### src/rtl/core/g711_pkg.sv
// ---------------------------------------------------------------------------
// G.711 codec package
// Stage payload types, register indexes and companding constants.
// ---------------------------------------------------------------------------
package g711_pkg;

  localparam int unsigned CfgIdxWidth  = 8;
  localparam int unsigned CfgDataWidth = 8;

  localparam logic [CfgIdxWidth-1:0] CfgLawSelect = 8'd0;
  localparam logic [CfgIdxWidth-1:0] CfgDirection = 8'd1;

  localparam logic [15:0] MuClip     = 16'h7F7B;
  localparam logic [15:0] MagMax     = 16'h7FFF;
  localparam logic [14:0] MuBias     = 15'h0084;
  localparam logic [7:0]  AXor       = 8'hD5;
  localparam logic [8:0]  ARoundSeg0 = 9'h008;
  localparam logic [8:0]  ARoundSegN = 9'h108;

  // Stage 1: sign and clipped magnitude, or the de-obfuscated code byte.
  typedef struct packed {
    logic        dir;
    logic        law;
    logic        neg;
    logic [14:0] proc;
    logic [7:0]  code_v;
  } s1_t;

  // Stage 2: segment, magnitude (encode) and interval base (decode).
  typedef struct packed {
    logic        dir;
    logic        law;
    logic        neg;
    logic [2:0]  seg;
    logic [14:0] proc;
    logic [8:0]  base;
  } s2_t;

  // Stage 3: mantissa (encode) and shifted magnitude (decode).
  typedef struct packed {
    logic        dir;
    logic        law;
    logic        neg;
    logic [2:0]  seg;
    logic [3:0]  mant;
    logic [14:0] mag;
  } s3_t;

  // Stage 4: finished result.
  typedef struct packed {
    logic [15:0] linear_out;
    logic [7:0]  code_out;
  } res_t;

endpackage

### src/rtl/core/g711_prep.sv
// ---------------------------------------------------------------------------
// G.711 stage 1
// Form sign and clipped magnitude, biased for mu-law, or undo the code inversion.
// ---------------------------------------------------------------------------
module g711_prep (
  input  logic          clk_i,
  input  logic          rst_ni,
  input  logic          valid_i,
  output logic          ready_o,
  input  logic          dir_i,
  input  logic          law_i,
  input  logic [15:0]   linear_i,
  input  logic [7:0]    code_i,
  output logic          valid_o,
  input  logic          ready_i,
  output g711_pkg::s1_t data_o
);
  import g711_pkg::*;

  logic        valid_q;
  s1_t         data_d, data_q;
  logic [15:0] mag;

  always_comb begin
    mag = linear_i[15] ? (16'h0000 - linear_i) : linear_i;
    data_d        = '0;
    data_d.dir    = dir_i;
    data_d.law    = law_i;
    data_d.code_v = law_i ? (code_i ^ AXor) : ~code_i;
    if (law_i) begin
      data_d.proc = (mag > MagMax) ? MagMax[14:0] : mag[14:0];
    end else begin
      data_d.proc = (mag >= MuClip) ? MagMax[14:0] : (mag[14:0] + MuBias);
    end
    data_d.neg = dir_i ? data_d.code_v[7] : linear_i[15];
  end

  assign ready_o = !valid_q || ready_i;

  always_ff @(posedge clk_i or negedge rst_ni) begin
    if (!rst_ni) begin
      valid_q <= 1'b0;
    end else if (ready_o) begin
      valid_q <= valid_i;
    end
  end

  always_ff @(posedge clk_i) begin
    if (valid_i && ready_o) begin
      data_q <= data_d;
    end
  end

  assign valid_o = valid_q;
  assign data_o  = data_q;
endmodule

### src/rtl/core/g711_seg.sv
// ---------------------------------------------------------------------------
// G.711 stage 2
// Search the segment thresholds, or form the decode interval base.
// ---------------------------------------------------------------------------
module g711_seg (
  input  logic          clk_i,
  input  logic          rst_ni,
  input  logic          valid_i,
  output logic          ready_o,
  input  g711_pkg::s1_t data_i,
  output logic          valid_o,
  input  logic          ready_i,
  output g711_pkg::s2_t data_o
);
  import g711_pkg::*;

  logic       valid_q;
  s2_t        data_d, data_q;
  logic [2:0] seg_enc;
  logic [8:0] mant_x16;

  always_comb begin
    // Thresholds rise monotonically, so the last one exceeded is the count.
    seg_enc = 3'd0;
    for (int k = 0; k < 7; k++) begin
      if ({1'b0, data_i.proc} > (16'h00FF << k)) begin
        seg_enc = 3'(k + 1);
      end
    end
    mant_x16 = {1'b0, data_i.code_v[3:0], 4'b0000};

    data_d      = '0;
    data_d.dir  = data_i.dir;
    data_d.law  = data_i.law;
    data_d.neg  = data_i.neg;
    data_d.proc = data_i.proc;
    data_d.seg  = data_i.dir ? data_i.code_v[6:4] : seg_enc;
    if (!data_i.law) begin
      data_d.base = {2'b00, data_i.code_v[3:0], 3'b000} + MuBias[8:0];
    end else if (data_i.code_v[6:4] == 3'd0) begin
      data_d.base = mant_x16 + ARoundSeg0;
    end else begin
      data_d.base = mant_x16 + ARoundSegN;
    end
  end

  assign ready_o = !valid_q || ready_i;

  always_ff @(posedge clk_i or negedge rst_ni) begin
    if (!rst_ni) begin
      valid_q <= 1'b0;
    end else if (ready_o) begin
      valid_q <= valid_i;
    end
  end

  always_ff @(posedge clk_i) begin
    if (valid_i && ready_o) begin
      data_q <= data_d;
    end
  end

  assign valid_o = valid_q;
  assign data_o  = data_q;
endmodule

### src/rtl/core/g711_shift.sv
// ---------------------------------------------------------------------------
// G.711 stage 3
// Extract the mantissa, or shift the decode base by the segment.
// ---------------------------------------------------------------------------
module g711_shift (
  input  logic          clk_i,
  input  logic          rst_ni,
  input  logic          valid_i,
  output logic          ready_o,
  input  g711_pkg::s2_t data_i,
  output logic          valid_o,
  input  logic          ready_i,
  output g711_pkg::s3_t data_o
);
  import g711_pkg::*;

  logic        valid_q;
  s3_t         data_d, data_q;
  logic [3:0]  enc_sh;
  logic [2:0]  dec_sh;
  logic [15:0] mag_sh;

  always_comb begin
    // A-law segment zero keeps a fixed shift of four.
    enc_sh = (data_i.law && (data_i.seg == 3'd0)) ? 4'd4 : ({1'b0, data_i.seg} + 4'd3);
    if (data_i.law) begin
      dec_sh = (data_i.seg == 3'd0) ? 3'd0 : (data_i.seg - 3'd1);
    end else begin
      dec_sh = data_i.seg;
    end
    mag_sh = {7'd0, data_i.base} << dec_sh;

    data_d      = '0;
    data_d.dir  = data_i.dir;
    data_d.law  = data_i.law;
    data_d.neg  = data_i.neg;
    data_d.seg  = data_i.seg;
    data_d.mant = 4'(data_i.proc >> enc_sh);
    data_d.mag  = mag_sh[14:0];
  end

  assign ready_o = !valid_q || ready_i;

  always_ff @(posedge clk_i or negedge rst_ni) begin
    if (!rst_ni) begin
      valid_q <= 1'b0;
    end else if (ready_o) begin
      valid_q <= valid_i;
    end
  end

  always_ff @(posedge clk_i) begin
    if (valid_i && ready_o) begin
      data_q <= data_d;
    end
  end

  assign valid_o = valid_q;
  assign data_o  = data_q;
endmodule

### src/rtl/core/g711_pack.sv
// ---------------------------------------------------------------------------
// G.711 stage 4
// Pack and complement the code, or unbias and sign the linear sample.
// ---------------------------------------------------------------------------
module g711_pack (
  input  logic           clk_i,
  input  logic           rst_ni,
  input  logic           valid_i,
  output logic           ready_o,
  input  g711_pkg::s3_t  data_i,
  output logic           valid_o,
  input  logic           ready_i,
  output g711_pkg::res_t data_o
);
  import g711_pkg::*;

  logic        valid_q;
  res_t        data_d, data_q;
  logic [7:0]  code_raw;
  logic [14:0] mag_f;
  logic [15:0] lin;

  always_comb begin
    code_raw = {data_i.neg, data_i.seg, data_i.mant};
    mag_f    = data_i.law ? data_i.mag : (data_i.mag - MuBias);
    lin      = data_i.neg ? (16'h0000 - {1'b0, mag_f}) : {1'b0, mag_f};

    data_d = '0;
    if (data_i.dir) begin
      data_d.linear_out = lin;
    end else begin
      data_d.code_out = data_i.law ? (code_raw ^ AXor) : ~code_raw;
    end
  end

  assign ready_o = !valid_q || ready_i;

  always_ff @(posedge clk_i or negedge rst_ni) begin
    if (!rst_ni) begin
      valid_q <= 1'b0;
    end else if (ready_o) begin
      valid_q <= valid_i;
    end
  end

  always_ff @(posedge clk_i) begin
    if (valid_i && ready_o) begin
      data_q <= data_d;
    end
  end

  assign valid_o = valid_q;
  assign data_o  = data_q;
endmodule

### src/rtl/core/g711_law_codec_unit.sv
// ---------------------------------------------------------------------------
// G.711 mu-law / A-law codec
// Four-stage pipeline converting 16-bit linear PCM to and from G.711 bytes.
// ---------------------------------------------------------------------------
// Usage:
//   Write the law (index 0: 0 mu-law, 1 A-law) and the direction (index 1:
//   0 encode, 1 decode) over the cfg channel while the pipeline is empty.
//   Only bit 0 of the data is kept; writes to other indexes are dropped.
//   cfg_ready_o is always high, so a cfg transfer is never stalled.
//   Stream samples on s_axis: linear_in in tdata[15:0], code_in in
//   tdata[23:16]. Results leave on m_axis: linear_out in tdata[15:0],
//   code_out in tdata[23:16]; the field not used by the direction is zero.
//   After an input transfer each item passes one register per stage:
//   sign/clip, segment search, shift, pack; m_axis_tvalid rises once the
//   item sits in the pack register.
//   Throughput is one item per cycle while the receiver keeps m_axis_tready
//   high; every stage may hold an item, so up to four items are in flight.
//   When the receiver stalls, the output register holds its item and the
//   stall passes back combinationally through each occupied register; s_axis_tready falls
//   only once all four stages are full. Nothing is lost or repeated.
//   Reset empties the pipeline and returns both registers to mu-law encode.
// ---------------------------------------------------------------------------
module g711_law_codec_unit (
  input  logic                              clk_i,
  input  logic                              rst_ni,
  // configuration write channel
  input  logic                              cfg_valid_i,
  output logic                              cfg_ready_o,
  input  logic [g711_pkg::CfgIdxWidth-1:0]  cfg_index_i,
  input  logic [g711_pkg::CfgDataWidth-1:0] cfg_data_i,
  // input stream
  input  logic                              s_axis_tvalid,
  output logic                              s_axis_tready,
  input  logic [23:0]                       s_axis_tdata,  // [15:0] linear_in, [23:16] code_in
  // output stream
  output logic                              m_axis_tvalid,
  input  logic                              m_axis_tready,
  output logic [23:0]                       m_axis_tdata   // [15:0] linear_out, [23:16] code_out
);
  import g711_pkg::*;

  logic law_q, dir_q;

  logic v1, v2, v3, r2, r3, r4;
  s1_t  d1;
  s2_t  d2;
  s3_t  d3;
  res_t res;

  // Configuration is always accepted; hold the low data bit.
  assign cfg_ready_o = 1'b1;

  always_ff @(posedge clk_i or negedge rst_ni) begin
    if (!rst_ni) begin
      law_q <= 1'b0;
      dir_q <= 1'b0;
    end else if (cfg_valid_i) begin
      if (cfg_index_i == CfgLawSelect) begin
        law_q <= cfg_data_i[0];
      end else if (cfg_index_i == CfgDirection) begin
        dir_q <= cfg_data_i[0];
      end
    end
  end

  // Stage 1: the law and direction ride along with each item from here.
  g711_prep u_prep (
    .clk_i    (clk_i),
    .rst_ni   (rst_ni),
    .valid_i  (s_axis_tvalid),
    .ready_o  (s_axis_tready),
    .dir_i    (dir_q),
    .law_i    (law_q),
    .linear_i (s_axis_tdata[15:0]),
    .code_i   (s_axis_tdata[23:16]),
    .valid_o  (v1),
    .ready_i  (r2),
    .data_o   (d1)
  );

  // Stage 2: segment search over the seven thresholds.
  g711_seg u_seg (
    .clk_i   (clk_i),
    .rst_ni  (rst_ni),
    .valid_i (v1),
    .ready_o (r2),
    .data_i  (d1),
    .valid_o (v2),
    .ready_i (r3),
    .data_o  (d2)
  );

  // Stage 3: mantissa select or segment shift.
  g711_shift u_shift (
    .clk_i   (clk_i),
    .rst_ni  (rst_ni),
    .valid_i (v2),
    .ready_o (r3),
    .data_i  (d2),
    .valid_o (v3),
    .ready_i (r4),
    .data_o  (d3)
  );

  // Stage 4: output register facing m_axis.
  g711_pack u_pack (
    .clk_i   (clk_i),
    .rst_ni  (rst_ni),
    .valid_i (v3),
    .ready_o (r4),
    .data_i  (d3),
    .valid_o (m_axis_tvalid),
    .ready_i (m_axis_tready),
    .data_o  (res)
  );

  assign m_axis_tdata = {res.code_out, res.linear_out};
endmodule

### config.mk
export PLATFORM = sky130hd
export DESIGN_NAME = g711_law_codec_unit
export DESIGN_NICKNAME = d
export VERILOG_FILES = /design/src/rtl/core/g711_pkg.sv /design/src/rtl/core/g711_prep.sv /design/src/rtl/core/g711_seg.sv /design/src/rtl/core/g711_shift.sv /design/src/rtl/core/g711_pack.sv /design/src/rtl/core/g711_law_codec_unit.sv
export SDC_FILE = /design/constraint.sdc
export NUM_CORES = 1
export LEC_CHECK = 0
export BUFFER_PORTS_ARGS = -buffer_cell sky130_fd_sc_hd__buf_2
export CAP_MARGIN = 15
export CELL_PAD_IN_SITES_DETAIL_PLACEMENT = 1
export CELL_PAD_IN_SITES_GLOBAL_PLACEMENT = 2
export CORE_MARGIN = 5
export CORE_UTILIZATION = 42
export CTS_CLUSTER_DIAMETER = 200
export DETAILED_ROUTE_END_ITERATION = 8
export PLACE_DENSITY = 0.86
export SETUP_SLACK_MARGIN = 0.02
export SLEW_MARGIN = 20
export SYNTH_ARGS = -nofsm -noshare
export SYNTH_HDL_FRONTEND = slang
export SYNTH_SLANG_ARGS = --single-unit
### constraint.sdc
create_clock -name clk_i -period 8.5 [get_ports clk_i]
set_input_delay 1.7 -clock clk_i [delete_from_list [all_inputs] [get_ports clk_i]]
set_output_delay 1.7 -clock clk_i [all_outputs]
set_load 0.01 [all_outputs]
==> out/metrics.yaml, run 1 <==
outcome:
  status: "completed"
clocking:
  cts.path.max_buffers: 2
  holdBufCountCts: 0
  cts_sinks: 104
  cts_setup_buffers: 0
  cts_tree: "yes"
  cts_root_buf: "clkbuf_16"
  cts.reportedPaths.clkPinSlew_ns: 0.07
  cts_buffers: 9
  cts_resized: 0
  worstSkewPairLatency_ns: 0.34
  h-tree-depth: 3
finish:
  nNetsFinal: 631
  nFillCells: 1509
  diodes: 0
  syn2layout_area_growth_pct: 12.86
  drive_gt1_share_pct: 18.46
  final_util_pct: 47.98
yosys:
  synth_cell_type_count: 64
  yosysTopAreaCell: "edfxtp_1"
  synth_edf_count: 98
  yosys_register_bits: 104
  yosysTopAreaCellShare_pct: 50.06
  synth_area_mm2: 0.005878
  synth_area_leaders: "edfxtp_1 50%, mux2i_1 5.6%, xnor2_1 3.7%"
  ys_warn_count: 0
  ys_seq_area_share_pct: 52.62
  synth_top_flop_cell: "edfxtp_1"
  netlist_instances: 527
  async_flop_share_pct: 5.769
  syn_avg_cell_area_um2: 11.15
global_route:
  grt_usage_pct: 14.96
  grt_use_met2_pct: 27.15
  busiest_layer: "met2"
  grt-ovfl-total: 0
  grt_pass1_vias: 4339
  grtUsageMet3_pct: 2.708
  antenna_found_initial: 0
  grt_pass1_wl_um: 20290
  grt_util_met1_pct: 18.31
  grt_max_degree: 29
timing:
  worst_hold_slack_ns: 0.4420
  tightestPinTransition_ns: 1.043
  setup_viol: 0
  rsz0062_at_grt: "no"
  drv_slew: 0
  fin_skew_ns: 0.004801
  finalSetupTns_ns: 0
  fmax_mhz: 231.5
  max-slew-margin-rel_pct: 30.43
  period_share_pct: 50.82
  hold_viol: 0
  layout_min_cycle_time_ns: 4.320
  postLayoutSetupSlackWorst_ns: 4.180
critical_path:
  rr_worst_depth: 9
  cp_top_family: "compound AO/OA/AOI/OAI gates"
  arrival_ns: 4.46
  cp_max_fo: 12
  worstSetupEndpointType: "flip-flop"
  path_cells: "buf_2 > or3_1 > nand2_1 > xnor2_1 > ha_1 > and3_1 > a211oi_1 > o31a_1 > o41ai_4 > nand2_1 > o311ai_1"
  r2r-start: "u_shift.data_o[2]"
  worst-r2r-setup-slack_ns: 4.95
  regToRegEndpoint: "u_pack.data_o[21]"
  critPathLaunchType: "input port"
  crit_required_ns: 8.64
  critical_path_class: "input port to flip-flop"
  slowest_delay_ns: 0.69
  cp_slowest_cell: "o41ai_4"
  critical_path_buf_inv_count: 1
  cpMostUsedCell: "nand2_1"
place:
  portBuffers: 61
  dp_hpwl_um: 9254
  place.gp.congestion: 0.8843
  dp_slack_ns: 3.565
pwr:
  irDropWorstVdd_v: 0.00009410
  p_leak_nw: 2.496
  p_per_area_mw_per_mm2: 221.2
  comb_power_share_pct: 23.2
  power_switching_uw: 436.1
  pwr-share-seq_pct: 48.4
  pwr-share-clk_pct: 28.4
  switching_share_pct: 29.72
  p_int_mw: 1.031
floorplan:
  core_area_mm2: 0.01383
  initial_core_util_pct: 42.51
  die_area_mm2: 0.01646
  die_x_um: 128.3
  top_level_ports: 72
  die_height_um: 128.3
  num_rows: 43
route:
  drtIter0Drc: 135
  dr.pass1.iters: 4
  wl_per_cell_um: 15.54
  wirelength_um: 11890
  vias: 4131
  viasPerCell: 5.400
  ant_nets: 0
  drc: 0
worst_hold_path:
  holdPathEnd: "u_seg.data_o[27]"
  hold_path_depth: 0
  min-delay-start: "u_prep.data_o[23]"
  hp-class: "flip-flop to flip-flop"
flow_run:
  cap_violations: 0
[placed cells by master, fill, tap and decap left out, types with 12 or more instances in the layout]
cell	count
a21oi_1	27
nor3_1	12
nor2b_1	12
nand2b_1	12
mux2i_1	32
o21ai_0	18
nor2_1	48
nand3_1	12
buf_2	61
nand2_1	27
xor2_1	17
xnor2_1	25
edfxtp_1	98
inv_1	22
[per-stage QoR]
step	instance area [µm²]	power, mW	std cells
after floorplan	5882	0.9621	528
after global placement	6301	1.041	748
after detailed placement	6301	1.061	748
after CTS	6598	1.478	764
after global routing	6634	1.549	765
final	6634	1.467	765
[power by group through the flow]
stage | clock network (mW) | registers [mW] | logic, mW
after floorplan | 0 | 0.710 | 0.252
after global placement | 0 | 0.716 | 0.325
after detailed placement | 0 | 0.722 | 0.338
after CTS | 0.425 | 0.712 | 0.341
after global routing | 0.446 | 0.721 | 0.383
final | 0.416 | 0.711 | 0.341
[state kept, by name (all words and copies together), names as in the netlist]
signal	flops
dir_q	1
u_seg.data_o	28
u_pack.data_o	22
u_pack.valid_o	1
u_prep.data_o	25
u_prep.valid_o	1
u_shift.valid_o	1
u_seg.valid_o	1
u_shift.data_o	23
law_q	1
[final cells by class]
type                    count  area, µm²  area share, %
flip-flops and latches    104       3093          46.62
multi-input cells         380       2609          39.32
repair buffers             63      327.8          4.942
clock buffers              10      229.0          3.452
well taps                 180      225.2          3.395
inverters                  22      82.58          1.245
clock inverters             6      67.56          1.018
[cell usage after synthesis (7+ instances only)]
cell type  count
inv_1         22
and2_1         7
o21ai_0       18
xnor2_1       25
nor2_1        48
nand2b_1      12
xor2_1        17
mux2i_1       33
nand2_1       27
a211oi_1       7
nand3_1       12
or3_1          8
clkbuf_1      11
mux2_2        11
a21oi_1       27
edfxtp_1      98
nor2b_1       13
nor4_1        10
nor3_1        12
[kinds of logic (layout without fill, tap and decap cells)]
logic type                 Yosys count  in the layout  synth area share (%)
AOI/OAI and AO/OA                  103            103                 11.73
muxes                               44             44                 7.727
and+or+nand+nor                    181            181                 16.52
buffers and inverters               44            101                 3.469
DFF                                104            104                 52.62
other                                2              3                0.1278
xor gates and xnor gates            43             43                 6.535
adders and majority gates            6              6                 1.277
[routing by layer]
layer,vias to the layer above,part of all wire (%)
met2,69,51
met4,0,1.1
met5,-,0
li1,2070,-
met3,8,3.8
met1,1984,44
[how the worst max path moves through the flow]
stage                           from  cells after the start                 to  slack, ns
floorplan           s_axis_tdata[15]                     12  u_prep.data_o[20]       4.23
global placement     s_axis_tdata[0]                     11  u_prep.data_o[22]       3.61
detailed placement   s_axis_tdata[0]                     11  u_prep.data_o[22]       3.57
CTS                  s_axis_tdata[0]                     11  u_prep.data_o[22]       3.90
global route         s_axis_tdata[0]                     11  u_prep.data_o[22]       3.98
finish               s_axis_tdata[0]                     11  u_prep.data_o[22]       4.18
(Power assumes the default switching activity.)
==> inputs of run 2 (changes only) <==
--- a/config.mk
+++ b/config.mk
@@ -10,10 +10,10 @@
 export CELL_PAD_IN_SITES_DETAIL_PLACEMENT = 1
 export CELL_PAD_IN_SITES_GLOBAL_PLACEMENT = 2
 export CORE_MARGIN = 5
-export CORE_UTILIZATION = 42
+export CORE_UTILIZATION = 39
 export CTS_CLUSTER_DIAMETER = 200
 export DETAILED_ROUTE_END_ITERATION = 8
-export PLACE_DENSITY = 0.86
+export PLACE_DENSITY = 0.81
 export SETUP_SLACK_MARGIN = 0.02
 export SLEW_MARGIN = 20
 export SYNTH_ARGS = -nofsm -noshare
==> constraint.sdc (replaced) <==
create_clock -name clk_i -period 4.1 [get_ports clk_i]
set_input_delay 0.82 -clock clk_i [delete_from_list [all_inputs] [get_ports clk_i]]
set_output_delay 0.82 -clock clk_i [all_outputs]
set_load 0.01 [all_outputs]
==> out/metrics.yaml, run 2 (synthesis gave the netlist of run 1 again) <==
outcome:
  status: "completed"
finish:
  final_cell_mix: "98 x edfxtp_1, 61 x buf_2, 48 x nor2_1, 33 x mux2i_1"
  layout_commonest_cell: "edfxtp_1"
  nFillCells: 1613
  nNetsFinal: 633
  largest_reg_flops: 28
  syn2layout_area_growth_pct: 13.39
  diodes: 0
  final_util_pct: 45.51
  drive_gt1_share_pct: 19.08
timing:
  fin_skew_ns: 0.008531
  layout_min_cycle_time_ns: 3.488
  fmax_mhz: 286.7
  setup_viol: 0
  max-slew-margin-rel_pct: 28.65
  period_share_pct: 85.08
  drv_slew: 0
  tightestPinTransition_ns: 1.070
  finalSetupTns_ns: 0
  hold_viol: 0
  rsz0062_at_grt: "no"
critical_path:
  worstSetupEndpointType: "flip-flop"
  crit_end: "u_pack.data_o[21]"
  regToRegEndpoint: "u_pack.data_o[21]"
  rr_worst_depth: 9
  cp_max_fo: 5
  critPathLaunchType: "flip-flop"
  crit_required_ns: 4.20
  r2r-start: "u_shift.data_o[2]"
  worst-r2r-setup-slack_ns: 0.61
  critical_path_class: "flip-flop to flip-flop"
  cp-startpoint: "u_shift.data_o[2]"
  arrival_ns: 3.59
route:
  viasPerCell: 5.402
  vias: 4165
  ant_nets: 0
  dr.pass1.iters: 4
  wl_per_cell_um: 16.27
  drc: 0
  wirelength_um: 12540
  drtIter0Drc: 128
clocking:
  cts_resized: 0
  cts_sinks: 104
  cts_setup_buffers: 0
  cts_tree: "yes"
  cts.reportedPaths.clkPinSlew_ns: 0.07
  worstSkewPairLatency_ns: 0.35
  cts.path.max_buffers: 2
  cts_root_buf: "clkbuf_16"
  holdBufCountCts: 0
  h-tree-depth: 3
  cts_buffers: 9
place:
  portBuffers: 61
  dp_hpwl_um: 9562
  place.gp.congestion: 0.8554
floorplan:
  die_x_um: 132.8
  die_height_um: 132.8
  core_area_mm2: 0.01464
  top_level_ports: 72
  die_area_mm2: 0.01763
  initial_core_util_pct: 40.14
  num_rows: 44
global_route:
  grt_usage_pct: 14.57
  antenna_found_initial: 0
  grt-ovfl-total: 0
  grt_max_degree: 29
  grt_pass1_vias: 4508
  grt_pass1_wl_um: 21560
pwr:
  irDropWorstVdd_v: 0.0002292
  p_per_area_mw_per_mm2: 470.6
  p_leak_nw: 2.506
flow_run:
  cap_violations: 0
worst_hold_path:
  hp-class: "input port to async pin"
[run 2: cell count changes in the layout (fill, tap and decap cells not counted), sizes merged]
cell and change:
clkinv -1, bufinv +1, clkinvlp +1, clkbuf -1
buf +2
[run 2: how the worst min path moves through the flow]
stage	endpoint	cells past startpoint
2_1_floorplan	u_seg.data_o[27]	0
3_3_place_gp	u_seg.data_o[27]	0
3_5_place_dp	u_seg.data_o[27]	0
4_1_cts	u_pack.valid_o	1
5_1_grt	u_seg.valid_o	1
6_report	u_prep.valid_o	1
[run 2: power breakdown]
group	leakage [nW]	internal, mW	switching [mW]
clock	0.154	0.543	0.408
sequential	1.03	1.37	0.109
combinational	1.32	0.296	0.414
total	2.51	2.21	0.931
[run 2: final cells by class]
class                           count  area (µm²)  area share (%)
Clock buffer                        9       225.2           3.379
Clock inverter                      7       103.9           1.558
Inverter                           22       82.58           1.239
Multi-Input combinational cell    380        2595           38.93
Sequential cell                   104        3093           46.41
Tap cell                          184       230.2           3.454
Timing Repair Buffer               65       335.3           5.031
[run 2: per-layer routing]
metal	global-route usage, %	up-vias	wire (µm)
met1	17.30	1998	5520
met5	0	-	0
met3	2.885	15	478
li1	-	2064	-
met2	26.04	88	6319
met4	5.485	0	223
[run 2: critical path: stages, from the launching register on]
cell and delay (ns):
edfxtp_1 0.46, inv_1 0.09, ha_1 0.21, or4b_2 0.67
a2111oi_0 0.52, xor2_1 0.25, or4_1 0.52, o31ai_1 0.30
xnor2_1 0.16, nor2_1 0.05
[run 2: through the flow]
step	setup slack, ns	instance area [µm²]	power [mW]	instances	hold slack [ns]
floorplan	0.7135	5882	1.995	528	0.4003
global placement	0.5831	6329	2.169	755	0.4165
detailed placement	0.5699	6329	2.212	755	0.4203
CTS	0.5680	6658	3.174	771	0.3125
global route	0.4327	6665	3.313	771	0.3102
finish	0.6116	6665	3.137	771	0.3187
==> inputs of run 3 (changes only) <==
--- a/config.mk
+++ b/config.mk
@@ -5,15 +5,15 @@
 export SDC_FILE = /design/constraint.sdc
 export NUM_CORES = 1
 export LEC_CHECK = 0
-export BUFFER_PORTS_ARGS = -buffer_cell sky130_fd_sc_hd__buf_2
 export CAP_MARGIN = 15
 export CELL_PAD_IN_SITES_DETAIL_PLACEMENT = 1
 export CELL_PAD_IN_SITES_GLOBAL_PLACEMENT = 2
 export CORE_MARGIN = 5
-export CORE_UTILIZATION = 39
+export CORE_UTILIZATION = 42
 export CTS_CLUSTER_DIAMETER = 200
 export DETAILED_ROUTE_END_ITERATION = 8
-export PLACE_DENSITY = 0.81
+export DONT_BUFFER_PORTS = 1
+export PLACE_DENSITY = 0.79
 export SETUP_SLACK_MARGIN = 0.02
 export SLEW_MARGIN = 20
 export SYNTH_ARGS = -nofsm -noshare
==> out/metrics.yaml, run 3 (synthesis gave the netlist of run 1 again) <==
pwr:
  p_total_mw: 2.888
  p_leak_nw: 2.233
  p_per_area_mw_per_mm2: 458.5
  irDropWorstVdd_v: 0.0002136
flow_run:
  cap_violations: 0
floorplan:
  num_rows: 43
  initial_core_util_pct: 42.51
  die_x_um: 128.3
  core_area_mm2: 0.01383
  die_height_um: 128.3
  top_level_ports: 72
  die_area_mm2: 0.01646
global_route:
  grt-ovfl-total: 0
  grt_pass1_vias: 4086
  grt_max_degree: 29
  grt_usage_pct: 14.45
  antenna_found_initial: 0
  grt_pass1_wl_um: 19380
place:
  dpl_cell_area_mm2: 0.006026
  dp_hpwl_um: 9125
  portBuffers: 0
  place.gp.congestion: 0.7891
finish:
  largest_reg_flops: 28
  drive_gt1_share_pct: 9.108
  final_util_pct: 45.54
  syn2layout_area_growth_pct: 7.131
  layout_commonest_cell: "edfxtp_1"
  final_cell_mix: "98 x edfxtp_1, 48 x nor2_1, 33 x mux2i_1, 27 x nand2_1, 27 x a21oi_1"
  final_cell_area_mm2: 0.006297
  nNetsFinal: 573
  diodes: 0
timing:
  max-slew-margin-rel_pct: 31.36
  period_share_pct: 84.66
  fin_skew_ns: 0.009422
  layout_min_cycle_time_ns: 3.471
  finalSetupTns_ns: 0
  drv_slew: 0
  setup_viol: 0
  rsz0062_at_grt: "no"
  hold_viol: 0
  tightestPinTransition_ns: 1.025
  fmax_mhz: 288.1
outcome:
  status: "completed"
critical_path:
  path_cells: "inv_1 > ha_1 > or4b_2 > a2111oi_0 > xor2_1 > or4_1 > o31ai_1 > xnor2_1 > nor2_1"
  critical_path_class: "flip-flop to flip-flop"
  critPathLaunchType: "flip-flop"
  cp_max_fo: 5
  crit_required_ns: 4.17
  slowest_delay_ns: 0.64
  arrival_ns: 3.54
  cp_slowest_cell: "or4b_2"
  worstSetupEndpointType: "flip-flop"
route:
  drtIter0Drc: 167
  wirelength_um: 11400
  drc: 0
  ant_nets: 0
  viasPerCell: 5.512
  vias: 3897
  wl_per_cell_um: 16.13
  dr.pass1.iters: 4
clocking:
  cts.reportedPaths.clkPinSlew_ns: 0.07
  cts_buffers: 9
  cts_setup_buffers: 0
  cts_sinks: 104
  holdBufCountCts: 0
  cts_tree: "yes"
  cts_root_buf: "clkbuf_16"
  cts.path.max_buffers: 2
  h-tree-depth: 3
  cts_resized: 0
  worstSkewPairLatency_ns: 0.34
worst_hold_path:
  hp-class: "input port to async pin"
## run 3: cell types whose count changed in the layout (fill, tap and decap cells not counted), sizes merged
cell	change
buf	-60
clkbuf	+3
bufinv	-2
clkinv	+2
inv	-2
clkinvlp	-1
## run 3: routing by layer
| layer | track usage [%] | share of wire (%) | vias up | wire (µm) |
|---|---|---|---|---|
| li1 | - | - | 1956 | - |
| met1 | 15.41 | 40 | 1868 | 4581 |
| met2 | 28.10 | 56 | 62 | 6328 |
| met3 | 2.458 | 2.8 | 11 | 316 |
| met4 | 5.431 | 1.5 | 0 | 174 |
| met5 | 0 | 0 | - | 0 |
## run 3: metrics by stage
stage	instances	hold WS, ns	setup slack [ns]
2_1_floorplan	528	0.4003	0.7135
3_5_place_dp	691	0.4143	0.5867
5_1_grt	707	0.1511	0.3427
3_3_place_gp	691	0.4060	0.6442
4_1_cts	707	0.1554	0.5783
6_report	707	0.1671	0.6291
## run 3: worst paths after layout
check                                   from                 to  slack (ns)  depth (start not counted)
setup reg to reg           u_shift.data_o[2]  u_pack.data_o[21]        0.63                          9
max in group asynchronous             rst_ni     u_pack.valid_o        3.86                          0
min in group clk_i         u_prep.data_o[23]   u_seg.data_o[27]        0.43                          0
setup / recovery           u_shift.data_o[2]  u_pack.data_o[21]        0.63                          9
hold / removal                        rst_ni      u_seg.valid_o        0.17                          0
hold reg to reg            u_prep.data_o[23]   u_seg.data_o[27]        0.43                          0
## run 3: cell type report
cell class	count	area, µm²
clock buffers	12	236.5
clock inverters	4	33.78
fillers	1484	7530
inverters	22	82.58
multi-input cells	380	2589
flip-flops and latches	104	3093
well taps	180	225.2
repair buffers	5	37.54
## run 3: where the power goes
part / leakage, nW / switching [mW] / internal [mW]
registers: 1.03 / 0.127 / 1.37
clock network: 0.127 / 0.356 / 0.415
logic: 1.08 / 0.360 / 0.259
total: 2.23 / 0.843 / 2.04
## run 3: worst max-delay path: cells and delay by family (launching register included)
| kind | cells | cell delay (ns) |
|---|---|---|
| simple gates | 3 | 1.20 |
| compound gates | 2 | 0.85 |
| flops | 1 | 0.45 |
| xor+xnor | 2 | 0.39 |
| fa+ha+maj | 1 | 0.21 |
| buf+inv | 1 | 0.09 |
